[src/cbm_pkg.sv]
package cbm_pkg;

  // Request kinds
  localparam logic [1:0] REQ_WRITE = 2'd0;
  localparam logic [1:0] REQ_TICK  = 2'd1;
  localparam logic [1:0] REQ_PRG   = 2'd2;
  localparam logic [1:0] REQ_CHR   = 2'd3;

  // Address ranges, decoded from address bits [15:13]
  localparam logic [2:0] RANGE_CMD    = 3'd4;  // 0x8000-0x9FFF
  localparam logic [2:0] RANGE_PARAM  = 3'd5;  // 0xA000-0xBFFF
  localparam logic [2:0] WIN_CHR      = 3'd0;  // PPU 0x0000-0x1FFF
  localparam logic [2:0] WIN_LOW      = 3'd3;  // 0x6000-0x7FFF
  localparam logic [2:0] WIN_PRG_BASE = 3'd4;  // first switchable 8K window
  localparam logic [2:0] WIN_FIXED    = 3'd7;  // 0xE000-0xFFFF

  // Commands latched by a write to the command range
  localparam logic [3:0] CMD_PRG_RAM  = 4'd8;
  localparam logic [3:0] CMD_PRG0     = 4'd9;
  localparam logic [3:0] CMD_PRG1     = 4'd10;
  localparam logic [3:0] CMD_PRG2     = 4'd11;
  localparam logic [3:0] CMD_MIRROR   = 4'd12;
  localparam logic [3:0] CMD_IRQ_CTRL = 4'd13;
  localparam logic [3:0] CMD_IRQ_LO   = 4'd14;
  localparam logic [3:0] CMD_IRQ_HI   = 4'd15;

  // Configuration register indexes
  localparam logic CFG_PRG_MASK = 1'b0;
  localparam logic CFG_CHR_ROM  = 1'b1;

  localparam logic [15:0] IRQ_RELOAD     = 16'hFFFF;
  localparam logic [7:0]  PRG_MASK_RESET = 8'hFF;

  typedef struct packed {
    logic [1:0]  req_type;
    logic [15:0] cpu_address;
    logic [7:0]  data_value;
  } in_t;

  typedef struct packed {
    logic [20:0] mapped_address;
    logic        target_is_ram;
    logic        access_enabled;
    logic [1:0]  mirroring_mode;
    logic        irq_line;
  } out_t;

  typedef struct packed {
    logic [20:0] mapped_address;
    logic        target_is_ram;
    logic        access_enabled;
  } lookup_t;

  typedef struct packed {
    logic [7:0] prg_bank_mask;
    logic       chr_is_rom;
  } cfg_t;

  typedef struct packed {
    logic [7:0][7:0] chr_bank;
    logic [2:0][7:0] prg_bank;
    logic [5:0]      low_prg_bank;
    logic            low_window_ram;
    logic            prg_ram_enable;
  } map_state_t;

  typedef struct packed {
    logic [1:0] mirror_nxt;
    logic       irq_nxt;
    logic       irq_cur;
  } status_t;

endpackage

[src/cartridge_bank_mapper_with_irq_counter.sv]
// Flow: an accepted beat waits in the input register, then moves to the result
//   register once that slot frees up. Throughput: one beat per cycle while
//   out_stall is low; input and result registers are the only stages, and all
//   non-config state updates in the cycle the beat leaves the input register.
// Reset: rst_n is synchronous, active low; it empties both stages and returns
//   the bank, command, IRQ and configuration registers to their reset values.
module cartridge_bank_mapper_with_irq_counter
  import cbm_pkg::*;
(
  input  logic       clk,
  input  logic       rst_n,
  input  logic       in_valid,
  output logic       in_stall,
  input  in_t        in_data,
  output logic       out_valid,
  input  logic       out_stall,
  output out_t       out_data,
  input  logic       cfg_we,
  input  logic       cfg_index,
  input  logic [7:0] cfg_data
);

  logic       valid1_r;
  in_t        item_r;
  logic       out_valid_r;
  out_t       out_r;
  logic       advance;
  cfg_t       cfg;
  map_state_t map_st;
  status_t    status;
  lookup_t    lk;
  out_t       result;

  // move the held beat into the result register when that slot frees up
  assign advance  = valid1_r && (!out_valid_r || !out_stall);
  assign in_stall = valid1_r && !advance;

  cbm_regs u_regs (
    .clk       (clk),
    .rst_n     (rst_n),
    .cfg_we    (cfg_we),
    .cfg_index (cfg_index),
    .cfg_data  (cfg_data),
    .step_en   (advance),
    .item      (item_r),
    .cfg       (cfg),
    .map_st    (map_st),
    .status    (status)
  );

  cbm_lookup u_lookup (
    .item   (item_r),
    .cfg    (cfg),
    .map_st (map_st),
    .res    (lk)
  );

  always_comb begin
    result.mapped_address = lk.mapped_address;
    result.target_is_ram  = lk.target_is_ram;
    result.access_enabled = lk.access_enabled;
    result.mirroring_mode = status.mirror_nxt;
    result.irq_line       = status.irq_nxt;
  end

  always_ff @(posedge clk) begin
    if (!rst_n) begin
      valid1_r    <= 1'b0;
      out_valid_r <= 1'b0;
    end else begin
      if (!in_stall) valid1_r <= in_valid;
      if (advance) begin
        out_valid_r <= 1'b1;
      end else if (!out_stall) begin
        out_valid_r <= 1'b0;
      end
    end
  end

  always_ff @(posedge clk) begin
    if (in_valid && !in_stall) item_r <= in_data;
    if (advance) out_r <= result;
  end

  assign out_valid = out_valid_r;
  assign out_data  = out_r;

  // writes and ticks never produce a lookup result
  a_no_lookup_on_ctrl : assert property (@(posedge clk) disable iff (!rst_n)
    (advance && (item_r.req_type == REQ_WRITE || item_r.req_type == REQ_TICK))
    |=> (out_r.mapped_address == '0 && !out_r.access_enabled && !out_r.target_is_ram))
    else $error("control beat produced a lookup result");

  // only a counter tick can raise the irq
  a_irq_rise_on_tick : assert property (@(posedge clk) disable iff (!rst_n)
    (advance && item_r.req_type != REQ_TICK) |-> !(status.irq_nxt && !status.irq_cur))
    else $error("irq raised by a non-tick beat");

  // a held beat stays put until it moves on
  a_hold_input_stage : assert property (@(posedge clk) disable iff (!rst_n)
    (valid1_r && !advance) |=> (valid1_r && $stable(item_r)))
    else $error("input stage lost or changed a held beat");

endmodule

[src/cbm_regs.sv]
module cbm_regs
  import cbm_pkg::*;
(
  input  logic       clk,
  input  logic       rst_n,
  input  logic       cfg_we,
  input  logic       cfg_index,
  input  logic [7:0] cfg_data,
  input  logic       step_en,
  input  in_t        item,
  output cfg_t       cfg,
  output map_state_t map_st,
  output status_t    status
);

  logic [7:0]      prg_mask_r;
  logic            chr_rom_r;
  logic [3:0]      cmd_r, cmd_nxt;
  logic [7:0][7:0] chr_bank_r, chr_bank_nxt;
  logic [2:0][7:0] prg_bank_r, prg_bank_nxt;
  logic [5:0]      low_bank_r, low_bank_nxt;
  logic            low_ram_r, low_ram_nxt;
  logic            ram_en_r, ram_en_nxt;
  logic [1:0]      mirror_r, mirror_nxt;
  logic [15:0]     count_r, count_nxt;
  logic            count_en_r, count_en_nxt;
  logic            trig_en_r, trig_en_nxt;
  logic            pending_r, pending_nxt;
  logic [15:0]     count_dec;
  logic [1:0]      prg_sel;
  logic [2:0]      range;

  assign count_dec = count_r - 16'd1;
  assign prg_sel   = 2'(cmd_r - CMD_PRG0);
  assign range     = item.cpu_address[15:13];

  always_comb begin
    cmd_nxt      = cmd_r;
    chr_bank_nxt = chr_bank_r;
    prg_bank_nxt = prg_bank_r;
    low_bank_nxt = low_bank_r;
    low_ram_nxt  = low_ram_r;
    ram_en_nxt   = ram_en_r;
    mirror_nxt   = mirror_r;
    count_nxt    = count_r;
    count_en_nxt = count_en_r;
    trig_en_nxt  = trig_en_r;
    pending_nxt  = pending_r;
    if (step_en) begin
      case (item.req_type)
        REQ_WRITE: begin
          if (range == RANGE_CMD) begin
            cmd_nxt = item.data_value[3:0];
          end else if (range == RANGE_PARAM) begin
            if (!cmd_r[3]) begin
              chr_bank_nxt[cmd_r[2:0]] = item.data_value;
            end else begin
              case (cmd_r)
                CMD_PRG_RAM: begin
                  ram_en_nxt   = item.data_value[7];
                  low_ram_nxt  = item.data_value[6];
                  low_bank_nxt = item.data_value[5:0];
                end
                CMD_PRG0, CMD_PRG1, CMD_PRG2: prg_bank_nxt[prg_sel] = item.data_value;
                CMD_MIRROR: mirror_nxt = item.data_value[1:0];
                CMD_IRQ_CTRL: begin
                  count_en_nxt = item.data_value[7];
                  trig_en_nxt  = item.data_value[0];
                  // dropping the trigger acknowledges a pending irq
                  if (!item.data_value[0]) pending_nxt = 1'b0;
                end
                CMD_IRQ_LO: count_nxt = {count_r[15:8], item.data_value};
                CMD_IRQ_HI: count_nxt = {item.data_value, count_r[7:0]};
                default: ;
              endcase
            end
          end
        end
        REQ_TICK: begin
          if (count_en_r) begin
            if (count_dec == 16'd0) begin
              count_nxt = IRQ_RELOAD;
              if (trig_en_r) pending_nxt = 1'b1;
            end else begin
              count_nxt = count_dec;
            end
          end
        end
        default: ;
      endcase
    end
  end

  always_ff @(posedge clk) begin
    if (!rst_n) begin
      prg_mask_r <= PRG_MASK_RESET;
      chr_rom_r  <= 1'b1;
      cmd_r      <= '0;
      chr_bank_r <= '0;
      prg_bank_r <= '0;
      low_bank_r <= '0;
      low_ram_r  <= 1'b0;
      ram_en_r   <= 1'b0;
      mirror_r   <= '0;
      count_r    <= IRQ_RELOAD;
      count_en_r <= 1'b0;
      trig_en_r  <= 1'b0;
      pending_r  <= 1'b0;
    end else begin
      if (cfg_we && cfg_index == CFG_PRG_MASK) prg_mask_r <= cfg_data;
      if (cfg_we && cfg_index == CFG_CHR_ROM)  chr_rom_r  <= cfg_data[0];
      cmd_r      <= cmd_nxt;
      chr_bank_r <= chr_bank_nxt;
      prg_bank_r <= prg_bank_nxt;
      low_bank_r <= low_bank_nxt;
      low_ram_r  <= low_ram_nxt;
      ram_en_r   <= ram_en_nxt;
      mirror_r   <= mirror_nxt;
      count_r    <= count_nxt;
      count_en_r <= count_en_nxt;
      trig_en_r  <= trig_en_nxt;
      pending_r  <= pending_nxt;
    end
  end

  assign cfg.prg_bank_mask = prg_mask_r;
  assign cfg.chr_is_rom    = chr_rom_r;

  assign map_st.chr_bank       = chr_bank_r;
  assign map_st.prg_bank       = prg_bank_r;
  assign map_st.low_prg_bank   = low_bank_r;
  assign map_st.low_window_ram = low_ram_r;
  assign map_st.prg_ram_enable = ram_en_r;

  assign status.mirror_nxt = mirror_nxt;
  assign status.irq_nxt    = pending_nxt;
  assign status.irq_cur    = pending_r;

endmodule

[src/cbm_lookup.sv]
module cbm_lookup
  import cbm_pkg::*;
(
  input  in_t        item,
  input  cfg_t       cfg,
  input  map_state_t map_st,
  output lookup_t    res
);

  logic [2:0] region;
  logic [1:0] prg_sel;
  logic [7:0] bank;

  assign region  = item.cpu_address[15:13];
  assign prg_sel = 2'(region - WIN_PRG_BASE);

  always_comb begin
    res  = '0;
    bank = '0;
    case (item.req_type)
      REQ_PRG: begin
        if (region >= WIN_LOW) begin
          res.access_enabled = 1'b1;
          if (region == WIN_LOW) begin
            if (map_st.low_window_ram) begin
              // RAM bank goes out unmasked, gated by the RAM enable
              bank               = {2'b00, map_st.low_prg_bank};
              res.target_is_ram  = 1'b1;
              res.access_enabled = map_st.prg_ram_enable;
            end else begin
              bank = {2'b00, map_st.low_prg_bank} & cfg.prg_bank_mask;
            end
          end else if (region == WIN_FIXED) begin
            bank = cfg.prg_bank_mask;
          end else begin
            bank = map_st.prg_bank[prg_sel] & cfg.prg_bank_mask;
          end
          res.mapped_address = {bank, item.cpu_address[12:0]};
        end
      end
      REQ_CHR: begin
        if (region == WIN_CHR) begin
          bank               = map_st.chr_bank[item.cpu_address[12:10]];
          res.mapped_address = {3'b000, bank, item.cpu_address[9:0]};
          res.target_is_ram  = !cfg.chr_is_rom;
          res.access_enabled = 1'b1;
        end
      end
      default: ;
    endcase
  end

endmodule

[config.mk]
export PLATFORM = sky130hd
export DESIGN_NAME = cartridge_bank_mapper_with_irq_counter
export DESIGN_NICKNAME = d
export VERILOG_FILES = /design/src/cbm_pkg.sv /design/src/cartridge_bank_mapper_with_irq_counter.sv /design/src/cbm_regs.sv /design/src/cbm_lookup.sv
export SDC_FILE = /design/constraint.sdc
export NUM_CORES = 1
export LEC_CHECK = 0
export BUFFER_PORTS_ARGS = -buffer_cell sky130_fd_sc_hd__buf_2
export CORE_MARGIN = 2
export CORE_UTILIZATION = 42
export DETAILED_ROUTE_END_ITERATION = 12
export PLACE_DENSITY_LB_ADDON = 0.05
export SETUP_SLACK_MARGIN = 0.05
export SLEW_MARGIN = 15
export SYNTH_ARGS = -nofsm -noshare
export SYNTH_HDL_FRONTEND = slang
export SYNTH_SLANG_ARGS = --single-unit
[constraint.sdc]
create_clock -name clk -period 5.9 [get_ports clk]
set_input_delay 0.885 -clock clk [delete_from_list [all_inputs] [get_ports clk]]
set_output_delay 0.885 -clock clk [all_outputs]
set_load 0.03 [all_outputs]
# Word-level counts from Yosys, hierarchy flattened

Cells that the tools add are included.
Widths: inputs -> output; s select.

Bits in registers: 184
Bits of input ports: 40
Output and inout port bits: 28
Logic and storage cells: 140

Add/sub/neg operators: 3
Magnitude comparators: 7
Eq/ne operators: 24
Muxes and demuxes: 43
Bitwise gates (word level): 5
Reductions and logical operators: 25

Operator list:

| operator              | number |
|---|---|
| $mux 16               | 5 |
| $bwmux 64             | 1 |
| $pmux 16 s2           | 2 |
| $mux 8                | 7 |
| $pmux 23 s2           | 1 |
| $eq 4x4->1 const B    | 8 |
| $bmux 8 s3            | 1 |
| $bwmux 24             | 1 |
| $demux 8 s3           | 1 |
| $mux 23               | 1 |
| $mux 20               | 1 |
| $reduce_and 6->1      | 3 |
| $bmux 8 s2            | 1 |
| $demux 8 s2           | 1 |
| $logic_not 16->1      | 1 |
| $mux 2                | 8 |
| $reduce_and 8->1      | 2 |
| $sub 16x1->16 const B | 1 |
| $mux 1                | 11 |
| $ne 2x2->1 const B    | 5 |
| $eq 3x3->1 const B    | 3 |
| $and 6x8->8           | 1 |
| $and 8x8->8           | 1 |
| $lt 3x4->1 const B    | 2 |
| other kinds (20)      | 38 |

# Depth between registers and ports, before layout

Depth after elaboration: 8
Gate-level depth with buffers: 9
Gate-level depth less buffers: 8

# Hierarchy

Synthesis repeated with hierarchy kept, for this count alone.

Cell total of the unflattened synthesis: 869
Area total of the unflattened synthesis: 8560.7 um^2

Modules (own cells, without submodules):

| module                                 | instances | cells an instance | area an instance (um^2) | sequential area each (um^2) |
|---|---|---|---|---|
| cbm_regs                               | 1         | 707               | 5925.7                  | 2602.5 |
| cartridge_bank_mapper_with_irq_counter | 1         | 60                | 1645.3                  | 1601.5 |
| cbm_lookup                             | 1         | 102               | 989.7                   | 0.0 |

# Worst setup path after synthesis

No wires, ideal clock.

Kind: input to register
Start point: in out_stall
End point: reg item_r[0] in the netlist's numbering, enable pin
Setup time: 412 ps
Arrival time: 2410 ps
Data required time: 5488 ps
Slack: 3078 ps
Cell stages on the path: 2
Buffers on the path: 0
Cells stage by stage: and3_1 > nor2b_1

Cells in the longest elaborated chain, start to end: 7

Ends and longest elaborated chain:

| element              | RTL line                                     | RTL |
|---|---|---|
| start, declared      | cartridge_bank_mapper_with_irq_counter.sv:16 | `input logic out_stall,` |
| $logic_not 1->1      | n/a                                          |  |
| $logic_or 1x1->1     | cartridge_bank_mapper_with_irq_counter.sv:35 | `assign advance = valid1_r && (!out_valid_r \|\| !out_stall);` |
| $logic_and 1x1->1    | cartridge_bank_mapper_with_irq_counter.sv:35 |  |
| $logic_not 1->1      | cartridge_bank_mapper_with_irq_counter.sv:36 | `assign in_stall = valid1_r && !advance;` |
| $logic_and 1x1->1    | cartridge_bank_mapper_with_irq_counter.sv:36 |  |
| $logic_not 1->1      | cartridge_bank_mapper_with_irq_counter.sv:81 | `if (in_valid && !in_stall) item_r <= in_data;` |
| $logic_and 1x1->1    | cartridge_bank_mapper_with_irq_counter.sv:81 |  |
| end signal, assigned | cartridge_bank_mapper_with_irq_counter.sv:81 |  |
| end, declared        | cartridge_bank_mapper_with_irq_counter.sv:24 | `in_t item_r;` |

Every way passes these cells.
A chain may end at the register's enable or synchronous reset.

# Final worst setup path

Start point: reg item_r[21] in the netlist's numbering
End point: reg u_regs.chr_bank_r (netlist bit u_regs.map_st[85])

Cells in the longest elaborated chain, start to end: 3
Elaborated cells on any way between the ends: 4
Those cells by class: eq/ne: 2; bitwise: 1; reduce/logical: 1

Ends and longest elaborated chain:

| element                      | RTL line        | RTL |
|---|---|---|
| $eq 3x3->1                   | cbm_regs.sv:52  | `if (range == RANGE_CMD) begin` |
| $not 1->1 (no line)          | n/a             |  |
| $reduce_and 5->1 (no line) * | n/a             |  |
| end signal, assigned         | cbm_regs.sv:113 | `chr_bank_r <= chr_bank_nxt;` |
| end, declared                | cbm_regs.sv:19  | `logic [7:0][7:0] chr_bank_r, chr_bank_nxt;` |

Every way passes the cells marked *; elsewhere a longest branch is shown, timed or not.

==> results.md <==
- Initial core utilization: 0.430
- Port Buf Inserts: 67
- Part of the Yosys area used for sequential elements: 0.501
- Half-perimeter wire length after placement: roughly 14000 um
- Number of slew-limit violations in the final report: 0
- DIE HEIGHT: roughly 150 um
- Post-layout nets: between 900 and 1000
- ANT cells: 0
- Via-per-instance ratio: about 5.4
- Period minus WS final: approximately 3200 ps
- Critical path class: reg2reg
- Worst clock skew: 12.0 ps
- Setup repair after global routing missed its margin: false
- Cells after synthesis: about 830
- Post-Syn Area: roughly 0.0084 sq mm
- Via count of the first global-routing pass: roughly 6000
- Detailed Route WL: between 20000 and 25000 um
- Synth area leader: sky130_fd_sc_hd__dfxtp_1
- PwrDens: about 280 mW/mm^2
- Worst stage delay on the critical path: approximately 910 ps
- Distinct cell type count after synthesis: 64
- Cell family contributing the most delay on the critical path: simple AND/OR/NAND/NOR gates
- Area Overhead vs Synth: 11.7%
- Rel. slew slack: 0.270
- Cell types with the largest area share after synthesis: sky130_fd_sc_hd__dfxtp_1, sky130_fd_sc_hd__edfxtp_1, sky130_fd_sc_hd__mux2i_1
- Number of buffers created by CTS: 17
- Top-area cell type share of the netlist area: 0.315
- Num Clock Sinks: about 180
- Maximum fanout along the worst path: 22
- Critical-path top delay cell: sky130_fd_sc_hd__edfxtp_1
- Transition at the pin with the smallest max-transition slack: roughly 1100 ps
- Pin count of the biggest net entering global routing: 76
- Required @ worst endpoint: 6220 ps
- Row count: 51
- Global Route Usage Sum: 0.204
- Dominant cell by count in the synthesized netlist: sky130_fd_sc_hd__dfxtp_1
- Met2 Resource Use GR: 0.340
- Max VDD drop: 0.187 mV
- H-tree level count: 4
- Global-route wire length before repair: approximately 34000 um
- Share of cells above drive strength 1: 0.167
- Reported leakage power: 0.00352 uW
- Number of max-cap violations: 0
- Clock tree from TritonCTS: done
- GR Layer Usage met3: 0.0367
- Maximum achievable frequency: between 300 and 400 MHz
- Async SR Flop Fraction: 0
- Total negative slack for setup checks: 0 ps
- Root Driver: sky130_fd_sc_hd__clkbuf_16
- Initial antenna violation count: 0
- Data arrival time at the worst-slack endpoint: 3480 ps
- Status: finished clean
- RD Place Congestion: ~0.79
- Launching element type of the critical path: flip-flop
- Clk_lat worst skew: approximately 430 ps
- Seq cells post-synth: ~180
- CP Cell Sequence: nand3b_1 -> nor2_1 -> and3b_1 -> nand3_1 -> mux2i_1 -> nor2b_1
- Total iterations of the first detailed-routing run: 5
- Number of warnings issued by yosys: 0
- Total overflow reported by the global router: 0
- Total nets after synthesis: approximately 880
- Global route hottest layer: met2
- GR Layer Usage met1: 0.272
- Syn Area/Cell: 10.1 sq um
- Class of the tightest hold or removal check: reg2reg
- Cell count after placement: between 1000 and 1500
- Core Region: 0.0195 sq mm
- Synth cell count leaders: sky130_fd_sc_hd__dfxtp_1, sky130_fd_sc_hd__nand2_1, sky130_fd_sc_hd__nor2b_1
- Non-filler cells, final: roughly 1100
- Hold violation total from the final report: 0
- Final worst-path cycle share: 0.536
- WL/cell: ~19 um
- Remaining number of nets flagged by the antenna check after routing: 0
- Vias: slightly above 6000
- CP endpoint kind: flip-flop
- Chip Width: between 100 and 150 um
- Number of instances resized during post-cts repair: 0
- # hold bufs at CTS: 0
- Sum of buffers and inverters on the critical path: 0
- Bufs on Longest Clock Path: 2
- Number of synthesized flops with an enable pin: 52
- Count of routing violations after the opening detailed-route iteration: 436
- Top Ports: 68
- Post-synth top flop: sky130_fd_sc_hd__dfxtp_1
- Hold WS: between 400 and 500 ps
- Number of setup buffers added after CTS: 0
- Final setup violation count: 0
- DRC violations left: 0
- Die Outline Area: between 0.02 and 0.025 sq mm
- Clock-pin slew of the registers on the worst-case setup and hold paths: 70 ps
worst paths after layout:
check                                        from                end  slack [ps]  cells past startpoint
worst min-delay path            u_regs.map_st[42]  u_regs.map_st[42]         470                      2
worst max-delay path                   item_r[21]  u_regs.map_st[85]        2740                      6
worst min register to register  u_regs.map_st[42]  u_regs.map_st[42]         470                      2
worst max register to register         item_r[21]  u_regs.map_st[85]        2740                      6
cell usage in the layout (no fill, tap or decap), types with 16 or more instances in the layout:
cell	synthesis	layout
sky130_fd_sc_hd__a21boi_0	52	52
sky130_fd_sc_hd__a21oi_1	17	17
sky130_fd_sc_hd__and2_1	16	16
sky130_fd_sc_hd__buf_2	3	67
sky130_fd_sc_hd__clkbuf_16	0	17
sky130_fd_sc_hd__dfxtp_1	132	132
sky130_fd_sc_hd__edfxtp_1	52	52
sky130_fd_sc_hd__mux2i_1	55	55
sky130_fd_sc_hd__mux4_2	18	18
sky130_fd_sc_hd__nand2_1	113	113
sky130_fd_sc_hd__nand3_1	58	58
sky130_fd_sc_hd__nor2_1	30	30
sky130_fd_sc_hd__nor2b_1	64	62
sky130_fd_sc_hd__o21ai_0	25	25
routing by layer:
layer	wire [um]	vias up	part of all wire
met2	10000	153	0.47
met4	382	0	0.018
met1	10000	3010	0.47
met5	0	-	0
met3	785	24	0.037
li1	-	3020	-
area by class of cell:
class | count | area (sq um)
Fill cell | 1847 | 10100
Sequential cell | 184 | 4200
Multi-Input combinational cell | 577 | 3860
Clock buffer | 17 | 425
Timing Repair Buffer | 72 | 380
Tap cell | 265 | 332
Clock inverter | 15 | 141
Inverter | 10 | 37.5
stage by stage:
stage / utilization / area [sq um] / total power (uW) / worst slack (ps)
6_report: 0.480 / 9380 / 2600 / 2740
5_1_grt: 0.480 / 9380 / 2690 / 2460
4_1_cts: 0.479 / 9360 / 2630 / 2790
3_5_place_dp: 0.450 / 8790 / 1520 / 2430
3_3_place_gp: 0.450 / 8790 / 1510 / 2540
2_1_floorplan: - / 8390 / 1460 / 3080
registers in the layout, indices dropped and copies added, names as in the netlist, 2 cells and up:
name and count:
u_regs.low_bank_r 6, item_r 26, u_regs.mirror_r 2, u_regs.cmd_r 4
u_regs.count_r 16, out_data 26, u_regs.prg_mask_r 8, u_regs.map_st 88
worst reg2reg max path: stages, from the launching register on:
cell	delay (ps)
sky130_fd_sc_hd__edfxtp_1	910
sky130_fd_sc_hd__nand3b_1	220
sky130_fd_sc_hd__nor2_1	230
sky130_fd_sc_hd__and3b_1	760
sky130_fd_sc_hd__nand3_1	570
sky130_fd_sc_hd__mux2i_1	300
sky130_fd_sc_hd__nor2b_1	70
cells by family after synthesis:
| logic type | after synthesis | synth area share |
|---|---|---|
| multiplexers | 75 | 0.117 |
| AND/OR/NAND/NOR | 349 | 0.213 |
| AO/OA/AOI/OAI | 147 | 0.122 |
| buffers and inverters | 73 | 0.0402 |
| flip-flops | 184 | 0.501 |
| adder cells (fa/ha/maj) | 2 | 0.00298 |
| XOR/XNOR | 4 | 0.00417 |
power breakdown:
group / internal, uW / switching, uW / total (uW)
Sequential: 1320 / 41.0 / 1370
Clock: 591 / 523 / 1110
Combinational: 48.4 / 73.1 / 121
Total: 1960 / 638 / 2600
No activity file was read; power rests on OpenSTA's default activity.
